`config.mk`:
```
export PLATFORM = sky130hd
export DESIGN_NAME = scqf_mac
export DESIGN_NICKNAME = d
export VERILOG_FILES = /design/src/rtl/scqf_pkg.sv /design/src/rtl/scqf_mac.sv
export SDC_FILE = /design/constraint.sdc
export NUM_CORES = 2
export LEC_CHECK = 0
export BUFFER_PORTS_ARGS = -buffer_cell sky130_fd_sc_hd__buf_2
export CAP_MARGIN = 20
export CORE_AREA = 2 2 371 373
export DETAILED_ROUTE_END_ITERATION = 12
export DIE_AREA = 0 0 373 375
export HOLD_SLACK_MARGIN = 0.06
export PLACE_DENSITY_LB_ADDON = 0.15
export SYNTH_ARGS = -nofsm -noshare
export SYNTH_HDL_FRONTEND = slang
export SYNTH_SLANG_ARGS = --single-unit
```
`constraint.sdc`:
```
create_clock -name clk_i -period 3.7 [get_ports clk_i]
set_clock_uncertainty 0.2 [all_clocks]
set_input_delay 0.555 -clock clk_i [delete_from_list [all_inputs] [get_ports clk_i]]
set_output_delay 0.555 -clock clk_i [all_outputs]
set_load 0.05 [all_outputs]
```
`src/rtl/scqf_pkg.sv`:
```
// Shared constants, codes and control types of the sparse CAR quadratic form block.
// No dependencies; the interfaces, the multiply unit and the top level use this package.
package scqf_pkg;

  localparam int SITES   = 1024;
  localparam int SITE_AW = $clog2(SITES);

  localparam int REQ_W  = 2;
  localparam int SITE_W = 10;
  localparam int VAL_W  = 32;
  localparam int WGT_W  = 16;
  localparam int RHO_W  = 17;
  localparam int DATA_W = 64;

  localparam int A_W    = VAL_W + 1;
  localparam int B_W    = 35;
  localparam int PROD_W = A_W + B_W;
  localparam int ACC_W  = PROD_W + VAL_W;

  localparam int DIAG_SHIFT = 24;
  localparam int NBR_SHIFT  = 8;
  localparam int FIN_SHIFT  = 17;
  localparam int FIN_SCALE  = 16;
  localparam int RHO_SCALE  = 9;

  localparam logic [RHO_W-1:0]         RHO_RESET = RHO_W'(65536);
  localparam logic [B_W-1:0]           DIAG_BIAS = B_W'(1 << 24);
  localparam logic signed [DATA_W-1:0] SAT_MAX   = {1'b0, {(DATA_W-1){1'b1}}};
  localparam logic signed [DATA_W-1:0] SAT_MIN   = {1'b1, {(DATA_W-1){1'b0}}};

  typedef enum logic [REQ_W-1:0] {
    REQ_LOAD = 2'd0,
    REQ_TRIP = 2'd1,
    REQ_FIN  = 2'd2,
    REQ_NONE = 2'd3
  } req_e;

  typedef enum logic [1:0] {
    ACC_HOLD,
    ACC_LOAD,
    ACC_ADD_HI,
    ACC_FIN_SUB
  } acc_op_e;

  typedef enum logic [1:0] {
    SH_DIAG,
    SH_NBR,
    SH_FIN
  } shift_e;

  typedef struct packed {
    acc_op_e acc_op;
    logic    sat_en;
    shift_e  shift;
  } mac_ctrl_t;

endpackage

```
`src/rtl/scqf_mac.sv`:
```
// Shared multiply unit with wide accumulator, scaling shift and 64-bit saturation.
// Depends on scqf_pkg for widths, shift amounts and the control struct.
module scqf_mac (
  input  logic                               clk_i,
  input  logic                               rst_ni,
  input  scqf_pkg::mac_ctrl_t                ctrl_i,
  input  logic signed [scqf_pkg::A_W-1:0]    a_i,
  input  logic signed [scqf_pkg::B_W-1:0]    b_i,
  input  logic signed [scqf_pkg::DATA_W-1:0] base_i,
  output logic signed [scqf_pkg::PROD_W-1:0] prod_o,
  output logic signed [scqf_pkg::DATA_W-1:0] term_o,
  output logic                               term_sat_o
);
  import scqf_pkg::*;

  logic signed [PROD_W-1:0] prod_d, prod_q;
  logic signed [ACC_W-1:0]  acc_d, acc_q;
  logic signed [ACC_W-1:0]  shifted;
  logic signed [ACC_W-1:0]  base_ext;
  logic signed [DATA_W-1:0] term_d, term_q;
  logic                     fits;
  logic                     term_sat_q;

  assign prod_d   = PROD_W'(a_i) * PROD_W'(b_i);
  assign base_ext = {{(ACC_W-DATA_W-FIN_SCALE){base_i[DATA_W-1]}}, base_i, {FIN_SCALE{1'b0}}};

  always_comb begin
    case (ctrl_i.acc_op)
      ACC_LOAD:    acc_d = {{VAL_W{prod_q[PROD_W-1]}}, prod_q};
      ACC_ADD_HI:  acc_d = acc_q + {prod_q, {VAL_W{1'b0}}};
      ACC_FIN_SUB: acc_d = base_ext - acc_q;
      default:     acc_d = acc_q;
    endcase
  end

  always_comb begin
    unique case (ctrl_i.shift)
      SH_DIAG: shifted = acc_q >>> DIAG_SHIFT;
      SH_NBR:  shifted = acc_q >>> NBR_SHIFT;
      default: shifted = acc_q >>> FIN_SHIFT;
    endcase
    fits   = (&shifted[ACC_W-1:DATA_W-1]) || !(|shifted[ACC_W-1:DATA_W-1]);
    term_d = fits ? shifted[DATA_W-1:0] : (shifted[ACC_W-1] ? SAT_MIN : SAT_MAX);
  end

  always_ff @(posedge clk_i or negedge rst_ni) begin
    if (!rst_ni) begin
      prod_q     <= '0;
      acc_q      <= '0;
      term_q     <= '0;
      term_sat_q <= 1'b0;
    end else begin
      prod_q <= prod_d;
      acc_q  <= acc_d;
      if (ctrl_i.sat_en) begin
        term_q     <= term_d;
        term_sat_q <= !fits;
      end
    end
  end

  assign prod_o     = prod_q;
  assign term_o     = term_q;
  assign term_sat_o = term_sat_q;

endmodule

```
==> Word-level counts from Yosys, hierarchy flattened <==
Index checks and enable logic that the tools add are counted.
{ "totals": {"reg_bits": 233, "in_bits": 139, "output_inout_bits": 133, "word_cells": 22} }
{ "classes": {"addsub": 2, "n_mul": 1, "eq_ne": 4, "mux": 4, "reduce_logical": 7} }
{ "op_table": {"columns": ["op", "n"], "rows": [
  ["case mux 100 bit (3 select lines)", 1],
  ["case mux 91 bit (2 select lines)", 1],
  ["two-way mux 64 bit", 2],
  ["adder 100 bit", 1],
  ["subtractor 80 x 100 -> 100 bit", 1],
  ["multiplier 33 x 35 -> 68 bit", 1],
  ["AND reduction 37 bit", 1],
  ["OR reduction 37 bit", 1],
  ["== test 2 x 1 -> 1 bit (second input constant)", 2],
  ["== test 2 bit (second input constant)", 2],
  ["nonzero test 3 bit", 1],
  ["logical NOT 1 bit", 2],
  ["logical NOT 2 bit", 1],
  ["logical OR 1 bit", 1]
]} }

==> Longest topological paths before layout <==
{ "depth": {"depth_word": 6, "ltp_mapped": 31, "mapped_depth_nobuf": 29} }

==> Worst setup path after synthesis <==
Ideal clock, no wire load.
{ "synth_path": {"path_kind": "input to register", "startpoint": "in b_i[34] (netlist name)", "endpoint": "reg prod_q[66] (netlist: prod_o[66])", "setup_time_ns": 0.131, "t_arrival_ns": 7.977, "required_ns": 3.369, "setup_slack_ns": -4.608, "cell_stages": 26, "path_cell_list": "clkbuf_1 nand2_1 inv_1 fa_1 fa_1 fa_1 inv_1 fa_1 inv_1 fa_1 fa_1 fa_1 inv_1 fa_1 inv_1 ha_1 clkbuf_1 a21o_1 a21o_1 a21oi_1 nor2_1 a21oi_1 o311ai_0 a311oi_1 o21ai_0 xor2_1"} }
{ "synth_via": {"elab_chain_len": 1} }
{ "synth_lines": {"columns": ["element", "line", "text"], "rows": [
  ["start: declaration", "scqf_mac.sv:8", "input logic signed [scqf_pkg::B_W-1:0] b_i,"],
  ["multiplier 33 x 35 -> 68 bit", "scqf_mac.sv:24", "assign prod_d = PROD_W'(a_i) * PROD_W'(b_i);"],
  ["named net prod_d[66]", "scqf_mac.sv:16", "logic signed [PROD_W-1:0] prod_d, prod_q;"],
  ["end signal: assignment", "scqf_mac.sv:53", "prod_q <= prod_d;"],
  ["end: declaration", "scqf_mac.sv:16", null]
]} }
The timed path passes the listed nets, and every way through them passes these cells.
A chain may end at the register's enable or synchronous reset.

==> Final worst setup path <==
{ "layout_path": {"startpoint": "in b_i[25] (netlist name)", "endpoint": "reg prod_q[64] (netlist: prod_o[64])"} }
The elaborated chain is that of the path after synthesis.

==> reports/results.ini <==
[critical_path]
critPathRequiredTime_ns = 3.99
cpMaxStageDelayCell = sky130_fd_sc_hd__fa_1
critPathMaxFanout = 7
worst_path_most_repeated_cell = sky130_fd_sc_hd__fa_1
cp-start-kind = input pin
worstSetupEndpointType = flop
cpLargestDelayFamily = adder cells
critPathBufInv = 10
crit_path_max_incr_delay_ns = 0.63
arrival_ns = 7.60
crit_type = in2reg

[job]
maxCapViolCount = 0

[detailed_routing]
firstDrtPassIters = 6
totalWireLength_microns = 209000
routed-via-count = 52100
route.antenna.remaining_nets = 0
drt-vias-per-instance = 5.32
route.detailed.wl_per_inst_microns = 21.3
initialDrtViolationCount = 4202
detail_route.drc_violations = 0

[synth]
post_synth_inst_count = 6858
netlist_cell_types = 79
synth_edf_count = 0
average_footprint_of_a_synthesized_cell_sq_um = 8.85
post_synth_instance_area_sq_mm = 0.0607
synthesis.yosys.warnings = 0
synth_async_sr_flop_share_pct = 100
synthFlopType = sky130_fd_sc_hd__dfrtp_1
share_of_synthesized_area_occupied_by_flip_flops_and_latches_pct = 9.61
synthesized_netlist_net_count = 8577
ys_seq_elements = 233

[global_routing]
largest_net_degree_at_the_start_of_global_routing = 89
antenna_found_initial = 5
first_global_vias = 54500
grt_use_met2_pct = 47.3
grt_first_pass_wirelength_microns = 323000
use_met1_pct = 42.9
gr-usage-all-layers_pct = 29.7
grt_util_met3_pct = 3.32
most_crowded_layer_after_global_routing = met2
gr-total-overflow = 0

[finish]
drive_gt1_share_pct = 27.5
nets = 9710
multi_input_comb_area_sq_mm = 0.0519
storage_element_area_sq_mm = 0.00585
nFillCells = 12100
utilization_pct = 57.6
commonest_cells_after_routing_fill_and_taps_aside = 1219 x sky130_fd_sc_hd__inv_1, 1115 x sky130_fd_sc_hd__fa_1, 1019 x sky130_fd_sc_hd__buf_4
layout.cells.most_common = sky130_fd_sc_hd__inv_1
area.growth.synth_to_final_pct = 29.5

[clocking]
cts_max_path_buffers = 3
clock_sink_count = 233
cts.clk_slew.worst_paths_ns = 0.07
clockRootBuffer = sky130_fd_sc_hd__clkbuf_16
clock_tree.htree_level_count = 1
worstSkewPairLatency_ns = 0.60
cts_tree = yes
cts_made_buffers = 25

[floorplan]
total_die_area_sq_mm = 0.140
dieHeight_microns = 375
initial_utilization_pct = 44.5
core-area_sq_mm = 0.136
fp-row-count = 136
die_extent_in_x_microns = 373
io_pins = 272

[timing]
period_share_pct = 197
setup_ws_ns = -3.60
setup_violations = 67
hold_ws_ns = 0.257
clock.fmax_ghz = 0.137
tns_ns = -177.05
final_hold_viol_count = 0
worst_slew_margin_rel_pct = 44.9
finalCriticalPeriod_ns = 7.30
worst_max_slew_pin_slew_ns = 0.827
rsz0062_at_grt = yes
maxSlewViolCount = 0

[status]
outcome = complete, but fails checks
failing_checks = negative setup slack

[place]
detailed_place_hpwl_microns = 173000
placement.setup.worst_slack_ns = -4.46
port_buffers = 271
gp_routability_congestion = 0.969

[min_path]
worst_hold_path_type = in2reg

-- synthesized netlist by cell type, types with 5 or more instances --
cell type	count	area (sq um)
sky130_fd_sc_hd__nor2b_1	22	138
sky130_fd_sc_hd__a31o_2	5	43.8
sky130_fd_sc_hd__nand4_1	58	363
sky130_fd_sc_hd__nand3_1	61	305
sky130_fd_sc_hd__inv_1	1303	4890
sky130_fd_sc_hd__xnor2_1	134	1170
sky130_fd_sc_hd__a21boi_0	13	97.6
sky130_fd_sc_hd__nor2_1	245	920
sky130_fd_sc_hd__o21a_1	28	210
sky130_fd_sc_hd__o21bai_1	47	353
sky130_fd_sc_hd__o31ai_1	19	143
sky130_fd_sc_hd__a21o_1	122	916
sky130_fd_sc_hd__o311ai_0	5	43.8
sky130_fd_sc_hd__nand2_1	782	2940
sky130_fd_sc_hd__o22ai_1	23	144
sky130_fd_sc_hd__a221oi_1	16	140
sky130_fd_sc_hd__fa_1	1208	24200
sky130_fd_sc_hd__or2_2	5	31.3
sky130_fd_sc_hd__and3_1	23	144
sky130_fd_sc_hd__ha_1	372	4650
sky130_fd_sc_hd__nand2b_1	37	231
sky130_fd_sc_hd__clkbuf_1	362	1360
sky130_fd_sc_hd__o211ai_1	17	128
sky130_fd_sc_hd__a21oi_1	461	2310
sky130_fd_sc_hd__nor3_1	29	145
sky130_fd_sc_hd__mux2i_1	101	1010
sky130_fd_sc_hd__mux4_2	31	698
sky130_fd_sc_hd__a211oi_1	31	233
sky130_fd_sc_hd__xor2_1	74	648
sky130_fd_sc_hd__buf_1	9	33.8
sky130_fd_sc_hd__o41ai_1	6	52.6
sky130_fd_sc_hd__or3_1	8	50.1
sky130_fd_sc_hd__and4_1	12	105
sky130_fd_sc_hd__a31oi_1	34	213
sky130_fd_sc_hd__o221ai_1	6	52.6
sky130_fd_sc_hd__and2_1	601	3760
sky130_fd_sc_hd__nor4_1	17	106
sky130_fd_sc_hd__a221o_1	6	60.1
sky130_fd_sc_hd__o21ai_0	222	1110
sky130_fd_sc_hd__a22oi_1	6	45.0
sky130_fd_sc_hd__dfrtp_1	233	5830
-- state kept, by name (all words and copies together), names as in the netlist --
signal,count
prod_o,68
term_o,64
term_sat_o,1
acc_q,100
-- layout make-up --
| class | instances | area share [%] |
|---|---|---|
| repair buffers | 1479 | 16.2 |
| inverters | 1303 | 6.23 |
| clock buffers | 30 | 0.859 |
| diodes | 4 | 0.0127 |
| well taps | 1794 | 2.86 |
| flip-flops and latches | 233 | 7.45 |
| multi-input cells | 4949 | 66.1 |
| clock inverters | 14 | 0.269 |
-- metal layers --
metal	vias to the layer above	part of all wire, %
met3	288	6.6
met5	-	0
met1	26400	45
met2	1821	45
li1	23700	-
met4	0	3.4
-- metrics by stage --
step	std cells	area [sq um]
after floorplan	6858	61800
after global placement	9603	72200
after detailed placement	9603	72200
after CTS	9744	76500
after global routing	9802	78500
final	9806	78500
-- cell families after synthesis --
group	after synthesis	synth area share [%]
xor gates and xnor gates	208	3.00
muxes	134	2.85
buffers and inverters	1676	10.4
and+or+nand+nor	1917	15.5
adders and majority gates	1580	47.5
DFF	233	9.61
AOI/OAI and AO/OA	1110	11.1
-- worst register-to-register path: cells and delay by family, from the launching register on --
kind            cells  cell delay, ns
compound gates      6            1.48
buf+inv             3            0.43
flops               1            0.38
mux                 1            0.26
simple gates        4            0.93
-- what timing repair did --
action | CTS | global route
endpoints found under the setup margin | 111 | 109
pin swaps | 242 | 263
gates cloned | 17 | 3
setup buffers | 84 | 82
gates resized for setup | 568 | 383
hold endpoints to repair | 69 | 0
hold buffers | 1 | 0
-- final timing paths --
path / slack (ns) / cells past startpoint / from / to
worst max register to register: -0.09 / 14 / acc_q[10] / acc_q[93]
worst max-delay path: -3.60 / 30 / b_i[25] / prod_o[64]
worst min register to register: 0.32 / 2 / term_o[7] / term_o[7]
worst min-delay path: 0.26 / 3 / ctrl_i[3] / acc_q[95]
max in group asynchronous: 2.09 / 3 / rst_ni / acc_q[96]
min in group asynchronous: 0.31 / 2 / rst_ni / term_o[11]
Power is left out: the tool's default activity adds up to more than one toggle a clock period on the data nets, which glitch-free logic cannot reach.
